$ cat config.mk
export PLATFORM = sky130hd
export DESIGN_NAME = synth_voice_allocator_flat
export DESIGN_NICKNAME = d
export VERILOG_FILES = /design/src/hdl/svalloc_pkg.sv /design/src/hdl/svalloc_evt_if.sv /design/src/hdl/svalloc_cmd_if.sv /design/src/hdl/synth_voice_allocator.sv /design/src/flat_wrapper.sv
export SDC_FILE = /design/constraint.sdc
export NUM_CORES = 2
export LEC_CHECK = 0
export BUFFER_PORTS_ARGS = -buffer_cell sky130_fd_sc_hd__buf_2
export CORE_ASPECT_RATIO = 2
export CORE_UTILIZATION = 45
export DETAILED_ROUTE_END_ITERATION = 16
export HOLD_SLACK_MARGIN = 0.06
export PLACE_DENSITY = 0.61
export SETUP_SLACK_MARGIN = 0.05
export SLEW_MARGIN = 20
export SYNTH_ARGS = -nofsm -noshare
export SYNTH_HDL_FRONTEND = slang
export SYNTH_SLANG_ARGS = --single-unit
$ cat constraint.sdc
create_clock -name clk -period 8.95 [get_ports clk]
set_input_delay 1.79 -clock clk [delete_from_list [all_inputs] [get_ports clk]]
set_output_delay 1.79 -clock clk [all_outputs]
set_load 0.02 [all_outputs]
$ cat src/hdl/svalloc_pkg.sv
package svalloc_pkg;

  localparam logic [2:0] REQ_NOTE_ON     = 3'd0;
  localparam logic [2:0] REQ_NOTE_OFF    = 3'd1;
  localparam logic [2:0] REQ_PEDAL       = 3'd2;
  localparam logic [2:0] REQ_ALL_NOTES   = 3'd3;
  localparam logic [2:0] REQ_ALL_SOUND   = 3'd4;
  localparam logic [2:0] REQ_RESET_CTRL  = 3'd5;
  localparam logic [2:0] REQ_VOICE_DONE  = 3'd6;

  localparam logic [1:0] CMD_START   = 2'd0;
  localparam logic [1:0] CMD_RELEASE = 2'd1;
  localparam logic [1:0] CMD_STOP    = 2'd2;

  localparam logic [1:0] MODE_MONO   = 2'd1;
  localparam logic [1:0] MODE_UNISON = 2'd2;

  localparam logic [1:0] PRIO_LOW  = 2'd1;
  localparam logic [1:0] PRIO_HIGH = 2'd2;

  localparam logic CFG_PLAY_MODE    = 1'b0;
  localparam logic CFG_KEY_PRIORITY = 1'b1;

  typedef struct packed {
    logic               active;
    logic               key_down;
    logic               sustained;
    logic signed [7:0]  note;
    logic [31:0]        order;
  } voice_entry_t;

  typedef struct packed {
    logic [6:0]  note;
    logic [6:0]  vel;
    logic [31:0] order;
  } held_entry_t;

  typedef struct packed {
    logic [1:0]        command;
    logic [2:0]        voice_index;
    logic [6:0]        note_out;
    logic [6:0]        velocity_out;
    logic signed [7:0] glide_from;
    logic              last_command;
  } result_t;

  localparam voice_entry_t VOICE_CLEAR = '{active: 1'b0, key_down: 1'b0, sustained: 1'b0,
                                          note: -8'sd1, order: 32'd0};

endpackage

$ cat src/hdl/svalloc_evt_if.sv
interface svalloc_evt_if;
  logic       valid;
  logic       ready;
  logic [2:0] req_type;
  logic [6:0] note_number;
  logic [6:0] velocity;
  logic       from_arp;
  logic       pedal_on;
  logic [2:0] finished_voice;

  modport source (output valid, req_type, note_number, velocity, from_arp, pedal_on,
                  finished_voice, input ready);
  modport sink (input valid, req_type, note_number, velocity, from_arp, pedal_on,
                finished_voice, output ready);
endinterface

$ cat src/hdl/svalloc_cmd_if.sv
interface svalloc_cmd_if;
  logic              valid;
  logic              ready;
  logic [1:0]        command;
  logic [2:0]        voice_index;
  logic [6:0]        note_out;
  logic [6:0]        velocity_out;
  logic signed [7:0] glide_from;
  logic              last_command;

  modport source (output valid, command, voice_index, note_out, velocity_out, glide_from,
                  last_command, input ready);
  modport sink (input valid, command, voice_index, note_out, velocity_out, glide_from,
                last_command, output ready);
endinterface

$ cat src/hdl/synth_voice_allocator.sv
// One request is taken at a time; events.ready is high only while the sequencer is idle.
// The held-note memory and the voice memory are walked one entry at a time, with a read state
// and an examine state per entry. A note on also shifts the held list down when it is full.
// A note off that retriggers in mono or unison mode walks the held list and the voices twice.
// Any cycle in which the command output cannot take a command adds a stall.
// Synchronous active-high reset clears the state, configuration, counters, flags and per-voice valid bits;
// the held-note memory is not cleared.
module synth_voice_allocator #(
  parameter int NUM_VOICES = 8,
  parameter int MAX_HELD   = 16
) (
  input  logic       clk,
  input  logic       rst,
  input  logic       cfg_we,
  input  logic       cfg_index,
  input  logic [1:0] cfg_data,
  svalloc_evt_if.sink   events,
  svalloc_cmd_if.source commands
);
  import svalloc_pkg::*;

  localparam int VIW = (NUM_VOICES > 1) ? $clog2(NUM_VOICES) : 1;
  localparam int VCW = $clog2(NUM_VOICES + 1);
  localparam int HIW = $clog2(MAX_HELD);
  localparam int HCW = $clog2(MAX_HELD + 1);

  typedef enum logic [3:0] {
    S_IDLE, S_H_RD, S_H_EX, S_SH_RD, S_SH_EX, S_H_WR, S_P_RD, S_P_EX,
    S_ALLOC, S_V_RD, S_V_EX, S_POLY_STOP, S_POLY_START, S_M_WR, S_FIN
  } state_t;

  typedef enum logic [3:0] {
    OP_POLY, OP_MONO_CLR, OP_MONO_V0, OP_UNI, OP_RELSUS, OP_ANO, OP_ASO,
    OP_SOUND, OP_OFFALL, OP_PMATCH
  } vop_t;

  state_t state;
  vop_t   op;

  logic [1:0] play_mode;
  logic [1:0] key_priority;

  logic [2:0] r_type;
  logic [6:0] r_note;
  logic [6:0] r_vel;
  logic       r_arp;

  logic [HCW-1:0]    held_count;
  logic [31:0]       start_counter;
  logic [31:0]       held_counter;
  logic signed [7:0] last_note;
  logic              pedal_down;

  logic [VCW-1:0] vi;
  logic [HCW-1:0] hi;
  logic [HCW-1:0] hw;

  logic [6:0] anote;
  logic [6:0] avel;

  logic           rel_ok, held_ok;
  logic [VIW-1:0] rel_i, held_i, pick;
  logic [31:0]    rel_o, held_o;
  logic           p_stop;
  logic           sounding;
  logic           found;
  logic [VIW-1:0] m_idx;
  voice_entry_t   m_entry;
  held_entry_t    best;

  voice_entry_t vmem [NUM_VOICES];
  logic [NUM_VOICES-1:0] vvalid;
  voice_entry_t vrd;
  logic         vrd_ok;
  logic           vwe;
  logic [VIW-1:0] vwaddr;
  voice_entry_t   vwdata;

  held_entry_t hmem [MAX_HELD];
  held_entry_t hrd;
  logic           hwe;
  logic [HIW-1:0] hwaddr;
  held_entry_t    hwdata;

  result_t pend;
  logic    pend_v;
  result_t ores;
  logic    ovalid;

  voice_entry_t e;
  logic         keep;
  logic         out_free;
  logic         emit_ok;
  logic         ex_emit;
  result_t      ex_res;
  logic         ex_we;
  logic [VIW-1:0] ex_waddr;
  voice_entry_t ex_wdata;
  logic         go;
  logic         better;
  logic [VIW-1:0] va;
  logic [2:0]     vout;
  logic signed [7:0] vglide;

  always_ff @(posedge clk) begin
    if (vwe) begin
      vmem[vwaddr] <= vwdata;
    end
    vrd    <= vmem[va];
    vrd_ok <= vvalid[va];
  end

  always_ff @(posedge clk) begin
    if (rst) begin
      vvalid <= '0;
    end else if (vwe) begin
      vvalid[vwaddr] <= 1'b1;
    end
  end

  always_ff @(posedge clk) begin
    if (hwe) begin
      hmem[hwaddr] <= hwdata;
    end
    hrd <= hmem[hi[HIW-1:0]];
  end

  always_comb begin
    va       = vi[VIW-1:0];
    vout     = 3'(va);
    e        = vrd_ok ? vrd : VOICE_CLEAR;
    keep     = pedal_down && !r_arp;
    out_free = !ovalid || commands.ready;
    emit_ok  = !pend_v || out_free;
    vglide   = (e.active && !e.note[7]) ? e.note : last_note;
    ex_emit  = 1'b0;
    ex_res   = '{command: CMD_RELEASE, voice_index: vout, note_out: 7'd0,
                 velocity_out: 7'd0, glide_from: -8'sd1, last_command: 1'b0};
    ex_we    = 1'b0;
    ex_waddr = va;
    ex_wdata = e;
    case (state)
      S_V_EX: begin
        case (op)
          OP_MONO_CLR, OP_ASO: begin
            ex_emit = e.active;
            ex_res.command = CMD_STOP;
            ex_we = 1'b1;
            ex_wdata = VOICE_CLEAR;
          end
          OP_MONO_V0, OP_UNI: begin
            ex_emit = 1'b1;
            ex_res.command = CMD_START;
            ex_res.note_out = anote;
            ex_res.velocity_out = avel;
            ex_res.glide_from = vglide;
            ex_we = 1'b1;
            ex_wdata = '{active: 1'b1, key_down: 1'b1, sustained: 1'b0,
                         note: {1'b0, anote}, order: start_counter + 32'd1};
          end
          OP_RELSUS: begin
            if (e.sustained && !e.key_down) begin
              ex_we = 1'b1;
              ex_wdata.sustained = 1'b0;
              ex_emit = e.active;
            end
          end
          OP_ANO: begin
            ex_we = 1'b1;
            if (!e.active) begin
              ex_wdata = VOICE_CLEAR;
            end else begin
              ex_wdata.key_down = 1'b0;
              ex_wdata.sustained = 1'b0;
              ex_emit = 1'b1;
            end
          end
          OP_OFFALL: begin
            if (e.active) begin
              ex_we = 1'b1;
              ex_wdata.key_down = 1'b0;
              ex_wdata.sustained = keep ? 1'b1 : e.sustained;
              ex_emit = !keep;
            end
          end
          default: begin
          end
        endcase
      end
      S_POLY_STOP: begin
        ex_emit = p_stop;
        ex_res.command = CMD_STOP;
        ex_res.voice_index = 3'(pick);
      end
      S_POLY_START: begin
        ex_emit = 1'b1;
        ex_res.command = CMD_START;
        ex_res.voice_index = 3'(pick);
        ex_res.note_out = anote;
        ex_res.velocity_out = avel;
        ex_res.glide_from = last_note;
        ex_we = 1'b1;
        ex_waddr = pick;
        ex_wdata = '{active: 1'b1, key_down: 1'b1, sustained: 1'b0,
                     note: {1'b0, anote}, order: start_counter + 32'd1};
      end
      S_M_WR: begin
        ex_emit = !keep && m_entry.active;
        ex_res.voice_index = 3'(m_idx);
        ex_we = 1'b1;
        ex_waddr = m_idx;
        ex_wdata = m_entry;
        ex_wdata.key_down = 1'b0;
        ex_wdata.sustained = keep ? 1'b1 : m_entry.sustained;
      end
      default: begin
      end
    endcase
    go = !ex_emit || emit_ok;
    case (key_priority)
      PRIO_LOW:  better = hrd.note < best.note;
      PRIO_HIGH: better = hrd.note > best.note;
      default:   better = hrd.order > best.order;
    endcase
  end

  assign events.ready           = (state == S_IDLE);
  assign commands.valid         = ovalid;
  assign commands.command       = ores.command;
  assign commands.voice_index   = ores.voice_index;
  assign commands.note_out      = ores.note_out;
  assign commands.velocity_out  = ores.velocity_out;
  assign commands.glide_from    = ores.glide_from;
  assign commands.last_command  = ores.last_command;

  always_ff @(posedge clk) begin
    if (rst) begin
      state         <= S_IDLE;
      op            <= OP_POLY;
      play_mode     <= 2'd0;
      key_priority  <= 2'd0;
      held_count    <= '0;
      start_counter <= '0;
      held_counter  <= '0;
      last_note     <= -8'sd1;
      pedal_down    <= 1'b0;
      pend_v        <= 1'b0;
      ovalid        <= 1'b0;
      vwe           <= 1'b0;
      hwe           <= 1'b0;
    end else begin
      vwe <= 1'b0;
      hwe <= 1'b0;
      if (ovalid && commands.ready) begin
        ovalid <= 1'b0;
      end
      if (cfg_we) begin
        case (cfg_index)
          CFG_PLAY_MODE:    play_mode <= cfg_data;
          CFG_KEY_PRIORITY: key_priority <= cfg_data;
          default: begin
          end
        endcase
      end
      if (ex_emit && go) begin
        if (pend_v) begin
          ores   <= pend;
          ovalid <= 1'b1;
        end
        pend   <= ex_res;
        pend_v <= 1'b1;
      end
      if (ex_we && go) begin
        vwe    <= 1'b1;
        vwaddr <= ex_waddr;
        vwdata <= ex_wdata;
      end
      case (state)
        S_IDLE: begin
          if (events.valid) begin
            r_type <= events.req_type;
            r_note <= events.note_number;
            r_vel  <= events.velocity;
            r_arp  <= events.from_arp;
            vi     <= '0;
            hi     <= '0;
            hw     <= '0;
            state  <= S_FIN;
            case (events.req_type)
              REQ_NOTE_ON, REQ_NOTE_OFF: state <= S_H_RD;
              REQ_PEDAL: begin
                if (pedal_down != events.pedal_on) begin
                  pedal_down <= events.pedal_on;
                  if (!events.pedal_on) begin
                    op    <= OP_RELSUS;
                    state <= S_V_RD;
                  end
                end
              end
              REQ_ALL_NOTES: begin
                held_count   <= '0;
                held_counter <= '0;
                op           <= OP_ANO;
                state        <= S_V_RD;
              end
              REQ_ALL_SOUND: begin
                held_count    <= '0;
                held_counter  <= '0;
                start_counter <= '0;
                last_note     <= -8'sd1;
                pedal_down    <= 1'b0;
                op            <= OP_ASO;
                state         <= S_V_RD;
              end
              REQ_RESET_CTRL: begin
                pedal_down <= 1'b0;
                op         <= OP_RELSUS;
                state      <= S_V_RD;
              end
              REQ_VOICE_DONE: begin
                if (int'(events.finished_voice) < NUM_VOICES) begin
                  vwe    <= 1'b1;
                  vwaddr <= VIW'(events.finished_voice);
                  vwdata <= VOICE_CLEAR;
                end
              end
              default: begin
              end
            endcase
          end
        end
        S_H_RD: begin
          if (hi < held_count) begin
            state <= S_H_EX;
          end else begin
            held_count <= hw;
            if (r_type == REQ_NOTE_ON) begin
              if (hw == HCW'(MAX_HELD)) begin
                hi    <= HCW'(1);
                state <= S_SH_RD;
              end else begin
                state <= S_H_WR;
              end
            end else begin
              vi       <= '0;
              sounding <= 1'b0;
              found    <= 1'b0;
              op       <= (play_mode == MODE_MONO || play_mode == MODE_UNISON) ?
                          OP_SOUND : OP_PMATCH;
              state    <= S_V_RD;
            end
          end
        end
        S_H_EX: begin
          if (hrd.note != r_note) begin
            hwe    <= 1'b1;
            hwaddr <= hw[HIW-1:0];
            hwdata <= hrd;
            hw     <= hw + HCW'(1);
          end
          hi    <= hi + HCW'(1);
          state <= S_H_RD;
        end
        S_SH_RD: begin
          if (hi == HCW'(MAX_HELD)) begin
            held_count <= HCW'(MAX_HELD - 1);
            state      <= S_H_WR;
          end else begin
            state <= S_SH_EX;
          end
        end
        S_SH_EX: begin
          hwe    <= 1'b1;
          hwaddr <= HIW'(hi - HCW'(1));
          hwdata <= hrd;
          hi     <= hi + HCW'(1);
          state  <= S_SH_RD;
        end
        S_H_WR: begin
          hwe          <= 1'b1;
          hwaddr       <= held_count[HIW-1:0];
          hwdata       <= '{note: r_note, vel: r_vel, order: held_counter + 32'd1};
          held_counter <= held_counter + 32'd1;
          held_count   <= held_count + HCW'(1);
          anote        <= r_note;
          avel         <= r_vel;
          state        <= S_ALLOC;
        end
        S_P_RD: begin
          if (hi < held_count) begin
            state <= S_P_EX;
          end else begin
            anote <= best.note;
            avel  <= best.vel;
            state <= S_ALLOC;
          end
        end
        S_P_EX: begin
          if (hi == '0 || better) begin
            best <= hrd;
          end
          hi    <= hi + HCW'(1);
          state <= S_P_RD;
        end
        S_ALLOC: begin
          state   <= S_V_RD;
          rel_ok  <= 1'b0;
          held_ok <= 1'b0;
          if (play_mode == MODE_MONO) begin
            if (NUM_VOICES > 1) begin
              vi <= VCW'(1);
              op <= OP_MONO_CLR;
            end else begin
              vi <= '0;
              op <= OP_MONO_V0;
            end
          end else if (play_mode == MODE_UNISON) begin
            vi <= '0;
            op <= OP_UNI;
          end else begin
            vi <= '0;
            op <= OP_POLY;
          end
        end
        S_V_RD: begin
          if (vi != VCW'(NUM_VOICES)) begin
            state <= S_V_EX;
          end else begin
            state <= S_FIN;
            case (op)
              OP_POLY: begin
                pick   <= rel_ok ? rel_i : (held_ok ? held_i : '0);
                p_stop <= rel_ok || held_ok;
                state  <= S_POLY_STOP;
              end
              OP_MONO_CLR: begin
                vi    <= '0;
                op    <= OP_MONO_V0;
                state <= S_V_RD;
              end
              OP_UNI: last_note <= $signed({1'b0, anote});
              OP_SOUND: begin
                if (sounding) begin
                  if (held_count != '0) begin
                    hi    <= '0;
                    state <= S_P_RD;
                  end else begin
                    vi    <= '0;
                    op    <= OP_OFFALL;
                    state <= S_V_RD;
                  end
                end
              end
              OP_PMATCH: begin
                if (found) begin
                  state <= S_M_WR;
                end
              end
              default: begin
              end
            endcase
          end
        end
        S_V_EX: begin
          if (go) begin
            vi    <= vi + VCW'(1);
            state <= S_V_RD;
            case (op)
              OP_POLY: begin
                if (!e.active) begin
                  pick   <= va;
                  p_stop <= 1'b0;
                  state  <= S_POLY_STOP;
                end else if (!e.key_down) begin
                  if (!rel_ok || e.order < rel_o) begin
                    rel_ok <= 1'b1;
                    rel_o  <= e.order;
                    rel_i  <= va;
                  end
                end else if (!held_ok || e.order < held_o) begin
                  held_ok <= 1'b1;
                  held_o  <= e.order;
                  held_i  <= va;
                end
              end
              OP_MONO_V0: begin
                start_counter <= start_counter + 32'd1;
                last_note     <= $signed({1'b0, anote});
                state         <= S_FIN;
              end
              OP_UNI: start_counter <= start_counter + 32'd1;
              OP_SOUND: begin
                if (e.active && e.key_down && e.note == $signed({1'b0, r_note})) begin
                  sounding <= 1'b1;
                end
              end
              OP_PMATCH: begin
                if (e.key_down && e.note == $signed({1'b0, r_note}) &&
                    (!found || e.order < m_entry.order)) begin
                  found   <= 1'b1;
                  m_idx   <= va;
                  m_entry <= e;
                end
              end
              default: begin
              end
            endcase
          end
        end
        S_POLY_STOP: begin
          if (go) begin
            state <= S_POLY_START;
          end
        end
        S_POLY_START: begin
          if (go) begin
            start_counter <= start_counter + 32'd1;
            last_note     <= $signed({1'b0, anote});
            state         <= S_FIN;
          end
        end
        S_M_WR: begin
          if (go) begin
            state <= S_FIN;
          end
        end
        S_FIN: begin
          if (!pend_v) begin
            state <= S_IDLE;
          end else if (out_free) begin
            ores              <= pend;
            ores.last_command <= 1'b1;
            ovalid            <= 1'b1;
            pend_v            <= 1'b0;
            state             <= S_IDLE;
          end
        end
        default: state <= S_IDLE;
      endcase
    end
  end

  a_idle_no_pending: assert property (@(posedge clk) disable iff (rst)
    state == S_IDLE |-> !pend_v)
    else $error("result still pending while idle");

  a_held_bound: assert property (@(posedge clk) disable iff (rst)
    held_count <= HCW'(MAX_HELD))
    else $error("held count beyond list size");

  a_non_start_fields: assert property (@(posedge clk) disable iff (rst)
    ovalid && ores.command != CMD_START |-> ores.note_out == 7'd0 &&
    ores.velocity_out == 7'd0 && ores.glide_from == -8'sd1)
    else $error("release or stop carries note data");

  a_last_then_idle: assert property (@(posedge clk) disable iff (rst)
    state == S_FIN && pend_v && out_free |=> state == S_IDLE && ores.last_command)
    else $error("final command not flagged");

endmodule

$ cat src/flat_wrapper.sv
// flat-port wrapper written by rule: the top's interface ports become plain ports
module synth_voice_allocator_flat import svalloc_pkg::*;
#(
  parameter int NUM_VOICES = 8,
  parameter int MAX_HELD   = 16
)
  (clk, rst, cfg_we, cfg_index, cfg_data, events_valid, events_req_type, events_note_number, events_velocity, events_from_arp, events_pedal_on, events_finished_voice, events_ready, commands_valid, commands_command, commands_voice_index, commands_note_out, commands_velocity_out, commands_glide_from, commands_last_command, commands_ready);
  svalloc_evt_if events_i ();
  svalloc_cmd_if commands_i ();
  input  logic clk;
  input  logic rst;
  input  logic cfg_we;
  input  logic cfg_index;
  input  logic [1:0] cfg_data;
  input wire logic [$bits(events_i.valid)-1:0] events_valid;
  input wire logic [$bits(events_i.req_type)-1:0] events_req_type;
  input wire logic [$bits(events_i.note_number)-1:0] events_note_number;
  input wire logic [$bits(events_i.velocity)-1:0] events_velocity;
  input wire logic [$bits(events_i.from_arp)-1:0] events_from_arp;
  input wire logic [$bits(events_i.pedal_on)-1:0] events_pedal_on;
  input wire logic [$bits(events_i.finished_voice)-1:0] events_finished_voice;
  output wire logic [$bits(events_i.ready)-1:0] events_ready;
  output wire logic [$bits(commands_i.valid)-1:0] commands_valid;
  output wire logic [$bits(commands_i.command)-1:0] commands_command;
  output wire logic [$bits(commands_i.voice_index)-1:0] commands_voice_index;
  output wire logic [$bits(commands_i.note_out)-1:0] commands_note_out;
  output wire logic [$bits(commands_i.velocity_out)-1:0] commands_velocity_out;
  output wire logic [$bits(commands_i.glide_from)-1:0] commands_glide_from;
  output wire logic [$bits(commands_i.last_command)-1:0] commands_last_command;
  input wire logic [$bits(commands_i.ready)-1:0] commands_ready;
  assign events_i.valid = events_valid;
  assign events_i.req_type = events_req_type;
  assign events_i.note_number = events_note_number;
  assign events_i.velocity = events_velocity;
  assign events_i.from_arp = events_from_arp;
  assign events_i.pedal_on = events_pedal_on;
  assign events_i.finished_voice = events_finished_voice;
  assign events_ready = events_i.ready;
  assign commands_valid = commands_i.valid;
  assign commands_command = commands_i.command;
  assign commands_voice_index = commands_i.voice_index;
  assign commands_note_out = commands_i.note_out;
  assign commands_velocity_out = commands_i.velocity_out;
  assign commands_glide_from = commands_i.glide_from;
  assign commands_last_command = commands_i.last_command;
  assign commands_i.ready = commands_ready;
  synth_voice_allocator #(.NUM_VOICES(NUM_VOICES), .MAX_HELD(MAX_HELD)) u_core (.clk(clk), .rst(rst), .cfg_we(cfg_we), .cfg_index(cfg_index), .cfg_data(cfg_data), .events(events_i), .commands(commands_i));
endmodule
* After elaboration in Yosys (flattened, before gate mapping)
Memory sizes are Yosys's and may differ from the RTL's. A register that Yosys moved wholly into a read port is not among the register bits.
Index checks and enable logic that the tools add are counted.
** Word-level totals
- Bits in registers :: 469
- Memories kept :: 2
- Output and inout port bits :: 30
- Word-level logic and storage cells :: 443
- Input bits :: 30
- Bits in writable memories :: 1080
** Memory list
- u_core.hmem :: words 16, width 46, rd ports 1, clocked after memory_dff 1, wr ports 1, RTL line synth_voice_allocator.sv:79 : held_entry_t hmem [MAX_HELD];
- u_core.vmem :: words 8, width 43, rd ports 1, clocked after memory_dff 1, wr ports 1, RTL line synth_voice_allocator.sv:71 : voice_entry_t vmem [NUM_VOICES];
** Cells by class
- Reduce and logical (&&, ||, !) cells :: 88
- Equality and inequality tests :: 80
- $add $sub $neg :: 7
- Mux-type cells :: 189
- Order comparisons :: 10
- Bitwise gates (word level) :: 4
** Operators with widths (number)
- 32-bit two-way mux :: 7
- 43-bit two-way mux :: 5
- 28-bit two-way mux :: 5
- 46-bit one-hot mux with 3 select lines :: 1
- 43-bit one-hot mux with 3 select lines :: 1
- 4-bit two-way mux :: 31
- 40-bit one-hot mux with 3 select lines :: 1
- 32-bit less-than comparator :: 3
- 32-bit one-hot mux with 3 select lines :: 1
- 5-bit two-way mux :: 13
- 32-bit by 1-bit adder with 32-bit output (second input constant) :: 2
- 8-bit two-way mux :: 8
- 32-bit one-hot mux with 2 select lines :: 1
- 4-bit one-hot mux with 14 select lines :: 1
- 1-bit two-way mux :: 54
- 7-bit AND reduction :: 7
- 4-bit one-hot mux with 4 select lines :: 3
- 46-bit two-way mux :: 1
- 2-bit by 1-bit inequality test with 1-bit output (second input constant) :: 22
- 22-bit one-hot mux with 2 select lines :: 1
- 40-bit two-way mux :: 1
- 5-bit one-hot mux with 4 select lines :: 2
- 3-bit two-way mux :: 13
- 4-bit == test (second input constant) :: 9
- other kinds (67) :: 185

* Depth between registers and ports, before layout
- Depth after elaboration :: 13
- Gate-level depth with buffers :: 12
- Depth with buffers taken out :: 10

* Worst setup path before layout
No wires, ideal clock.
- Kind :: input to register
- Start :: input port commands_ready
- End :: register u_core.m_entry[0] (netlist bit), enable pin
- Path slack :: 2.389 ns
- Buffers on the path :: 1
- Stages :: 7
- Arrival :: 6.048 ns
- Required time :: 8.437 ns
- Cell sequence :: nor2b_1 -> and2_1 -> and2_1 -> a22o_2 -> buf_6 -> nand2b_1 -> nor3b_1
** Between the ends
- Word-level cells in the longest chain between the ends :: 4
** RTL lines
- from (decl) :: RTL line flat_wrapper.sv:30 : input wire logic [$bits(commands_i.ready)-1:0] commands_ready;
- 1-bit logical OR :: RTL line synth_voice_allocator.sv:133 : out_free = !ovalid || commands.ready;
- 1-bit logical OR :: RTL line synth_voice_allocator.sv:134 : emit_ok = !pend_v || out_free;
- 1-bit logical OR :: RTL line synth_voice_allocator.sv:219 : go = !ex_emit || emit_ok;
- 5-bit AND reduction (no source line)
- to (signal assigned) :: RTL line synth_voice_allocator.sv:502 : m_entry <= e;
- to (decl) :: RTL line synth_voice_allocator.sv:68 : voice_entry_t m_entry;
No other way between the ends.
A chain may end at the register's enable or synchronous reset.

==> impl_metrics.json <==
{
  "die_y_um": 547.9,
  "mappedNetlistNets": 4208,
  "synthDominantAreaCellType": "sky130_fd_sc_hd__edfxtp_1",
  "fp.dieArea_um2": 150600,
  "yosys-top-cells-area": "sky130_fd_sc_hd__edfxtp_1 (65%), sky130_fd_sc_hd__mux4_2 (11%), sky130_fd_sc_hd__dfxtp_1 (5.7%)",
  "detailroute.via_count": 35850,
  "switching_power_uw": 5446,
  "sequential_group_share_of_total_power_pct": 49.4,
  "ys_seq_elements": 1638,
  "residual_antenna_violating_net_count_after_detailed_routing": 0,
  "layout.cells.non_filler": 6154,
  "post-synth-top-area-fraction_pct": 64.76,
  "core_um2": 148100,
  "slew_headroom_pct": 24.65,
  "worst-path-max-fanout": 40,
  "finalSetupViolCount": 0,
  "cts_repair_resize_count": 0,
  "sw_frac_of_total_pct": 27.53,
  "number_of_top_level_pins": 60,
  "outcome": "finished with violations",
  "clk_path_buf_depth": 4,
  "timing_worst_setup_path_type": "register to register",
  "dp_hpwl_um": 102100,
  "drv_slew": 0,
  "critical_path.startpoint_type": "register",
  "cts_buffers": 151,
  "worstSkewPairLatency_ps": 810,
  "drt-pass1-iter-count": 12,
  "clock_tree_from_tritoncts": "built",
  "timing.clock.skew_ps": 69.57,
  "cts_hold_repair.buffers": 0,
  "grt_pass1_vias": 37280,
  "hold_path_sink": "u_core.best[34]",
  "worst_min_delay_path_category": "register to register",
  "overall_power_of_the_completed_layout_uw": 19780,
  "synthTopCellsByCount": "sky130_fd_sc_hd__edfxtp_1 (1446), sky130_fd_sc_hd__mux4_2 (318), sky130_fd_sc_hd__nor2_1 (241), sky130_fd_sc_hd__nand2_1 (210), sky130_fd_sc_hd__dfxtp_1 (192)",
  "place_area_um2": 69830,
  "grt_start_max_net_pins": 139,
  "power.density_cell_area_nw_per_um2": 265.4,
  "drt_iter0_markers": 2763,
  "totalWireLength_um": 165400,
  "worstReg2RegEnd": "u_core.held_o[2]",
  "power.share.combinational_pct": 18.8,
  "design.final.nets": 4303,
  "final_hold_viol_count": 0,
  "ir_worst_vdd_mv": 0.1931,
  "drive_above_1_share_pct": 19.42,
  "synthCells": 4028,
  "antenna_violations_before_repair": 9,
  "vias_per_cell": 5.826,
  "clock_sink_count": 1638,
  "post_synth_instance_area_um2": 67050,
  "grt_first_pass_wirelength_um": 243800,
  "setup_repair_after_global_routing_missed_its_margin": "false",
  "global_route.usage.total_pct": 22.13,
  "synth-edff-count": 1446,
  "placementRows": 200,
  "leak_uw": 0.02475,
  "stdcell_area_um2": 74530,
  "overflow": 0,
  "fin_setup_tns_ps": 0,
  "internal-power_uw": 14340,
  "finalHoldWorstSlack_ps": 429.3,
  "yosysWarningCount": 0,
  "finalWeightedCongestion": 0.9323,
  "syn_area_per_cell_um2": 16.65,
  "asyncSetResetFlopFracSynth_pct": 0,
  "ys_dominant_reg_cell": "sky130_fd_sc_hd__edfxtp_1",
  "nFillCells": 12300,
  "seq_area_frac_synth_pct": 70.49,
  "hold_path.startpoint": "u_core.hrd[34]",
  "initial_core_util_pct": 45.26,
  "timing.critical_path.to_type": "register",
  "total_of_buffers_placed_on_input_and_output_ports": 59,
  "max_slew.worst_pin.slew_ps": 1130,
  "p_clk_share_pct": 31.7,
  "failed_checks": "design-rule violations",
  "die_w_um": 275.0,
  "timing.fmax_mhz": 229.6,
  "post-cts-setup-buffers": 0,
  "hold_depth": 0,
  "r2r_setup_slack_ps": 4590,
  "timing.reg2reg.worst_path_depth": 9,
  "drc_violation_count_after_routing": 18,
  "drv_cap": 0,
  "cell_with_the_most_instances_after_synthesis": "sky130_fd_sc_hd__edfxtp_1",
  "ctsRootBufferMaster": "sky130_fd_sc_hd__clkbuf_16",
  "area_growth_pct": 11.15,
  "dp.cells": 5889,
  "clk_pin_slew_worst_paths_ps": 70,
  "post-route-period-util_pct": 48.67,
  "route.detailed.wl_per_inst_um": 26.88,
  "crit_arrival_ps": 4730,
  "crit_required_ps": 9320,
  "timing.rr.start": "u_core.vrd_ok",
  "htree_num_levels": 4,
  "period_needed_ps": 4356,
  "synth_cell_type_count": 88
}
## layout by cell type, fill, tap and decap left out, types with 12 or more instances in the layout
master                         n
sky130_fd_sc_hd__nand2b_1     27
sky130_fd_sc_hd__a311oi_1     19
sky130_fd_sc_hd__ha_1        150
sky130_fd_sc_hd__clkinv_2     21
sky130_fd_sc_hd__nor2_1      220
sky130_fd_sc_hd__dfxtp_1     191
sky130_fd_sc_hd__a222oi_1     18
sky130_fd_sc_hd__nand4_1      29
sky130_fd_sc_hd__nor4_1       15
sky130_fd_sc_hd__a31oi_1      21
sky130_fd_sc_hd__o21ai_0     159
sky130_fd_sc_hd__a21o_1       17
sky130_fd_sc_hd__clkbuf_1     33
sky130_fd_sc_hd__and3_1       22
sky130_fd_sc_hd__buf_4        78
sky130_fd_sc_hd__buf_2        58
sky130_fd_sc_hd__a211oi_1     27
sky130_fd_sc_hd__clkbuf_8     16
sky130_fd_sc_hd__nand3_1      85
sky130_fd_sc_hd__clkinv_1     20
sky130_fd_sc_hd__o21a_1       19
sky130_fd_sc_hd__inv_1       168
sky130_fd_sc_hd__nor2b_1      16
sky130_fd_sc_hd__nand3b_1     12
sky130_fd_sc_hd__xnor2_1      41
sky130_fd_sc_hd__nor2_4       19
sky130_fd_sc_hd__and2_1       48
sky130_fd_sc_hd__mux2i_1      14
sky130_fd_sc_hd__nand2_1     209
sky130_fd_sc_hd__a21oi_1     147
sky130_fd_sc_hd__xor2_1       43
sky130_fd_sc_hd__clkbuf_16   151
sky130_fd_sc_hd__edfxtp_1   1446
sky130_fd_sc_hd__nor3_1       49
sky130_fd_sc_hd__mux4_2      318
sky130_fd_sc_hd__a221oi_1     16
sky130_fd_sc_hd__mux2_2       85
## area by class of cell
cell class                 instances  area, um2  area share, %
clock inverter                    63      574.3         0.7705
timing repair buffer             139      927.1          1.244
inverter                         171      644.4         0.8646
tap                             1919       2401          3.222
sequential                      1638      47270          63.42
clock buffer                     200       4123          5.531
antenna                            2      5.005       0.006715
multi-input combinational       2022      18590          24.94
## layer usage
layer  routed length [um]  part of all wire [%]  up-vias  track usage, %
met5                   58                 0.035        -               0
met4                 7174                   4.3       10           9.484
met3                 6611                   4.0      341           2.649
met1                60070                    36    18610           24.86
li1                     -                     -    15950               -
met2                91530                    55      946           41.51
## how the worst max path moves through the flow
stage | cells after the start | slack (ps) | endpoint | startpoint
detailed placement | 6 | 4450 | u_core.best[32] | rst
global route | 9 | 4360 | u_core.held_o[5] | u_core.vrd_ok
finish | 9 | 4590 | u_core.held_o[2] | u_core.vrd_ok
floorplan | 7 | 2390 | u_core.m_entry[0] | commands_ready
CTS | 9 | 4640 | u_core.held_o[5] | u_core.vrd_ok
global placement | 6 | 4450 | u_core.best[32] | rst
## state kept, by name (all words and copies together) (netlist names), 32 cells and up
name                  count
u_core.vmem             344
u_core.hrd               46
u_core.held_o            32
u_core.hmem             736
u_core.hwdata            46
u_core.best              46
u_core.held_counter      32
u_core.m_entry           42
u_core.start_counter     32
u_core.rel_o             32
u_core.vrd               43
u_core.vwdata            43
## per-stage QoR
| stage | utilization [%] | setup WS, ps |
|---|---|---|
| after floorplan | - | 2389 |
| after global placement | 47.12 | 4449 |
| after detailed placement | 47.13 | 4449 |
| after CTS | 50.30 | 4640 |
| after global routing | 50.31 | 4361 |
| final | 50.31 | 4594 |
## power by group through the flow
stage	Sequential, uW	Clock (uW)	Combinational, uW
6_report	9780	6280	3730
5_1_grt	9840	6630	4040
4_1_cts	9780	6400	3800
3_5_place_dp	9940	0	3780
3_3_place_gp	9920	0	3750
2_1_floorplan	9630	0	2760
## critical path, cell delays in order, from the launching register on
cell and delay, ps:
sky130_fd_sc_hd__dfxtp_2 480, sky130_fd_sc_hd__buf_4 460, sky130_fd_sc_hd__and2_1 400, sky130_fd_sc_hd__ha_1 310, sky130_fd_sc_hd__a21oi_1 150, sky130_fd_sc_hd__o21ai_0 100, sky130_fd_sc_hd__a221oi_1 320, sky130_fd_sc_hd__o21ai_0 310
sky130_fd_sc_hd__a211oi_1 420, sky130_fd_sc_hd__o2111a_2 920
## logic make-up after synthesis
kind of cell	count (synthesis)	synth area share, %
xor gates and xnor gates	84	1.097
DFF	1638	70.49
adders and majority gates	150	2.799
and+or+nand+nor	816	5.828
buffers and inverters	368	2.161
muxes	418	12.34
AOI/OAI and AO/OA	554	5.286
(Power assumes the default switching activity.)
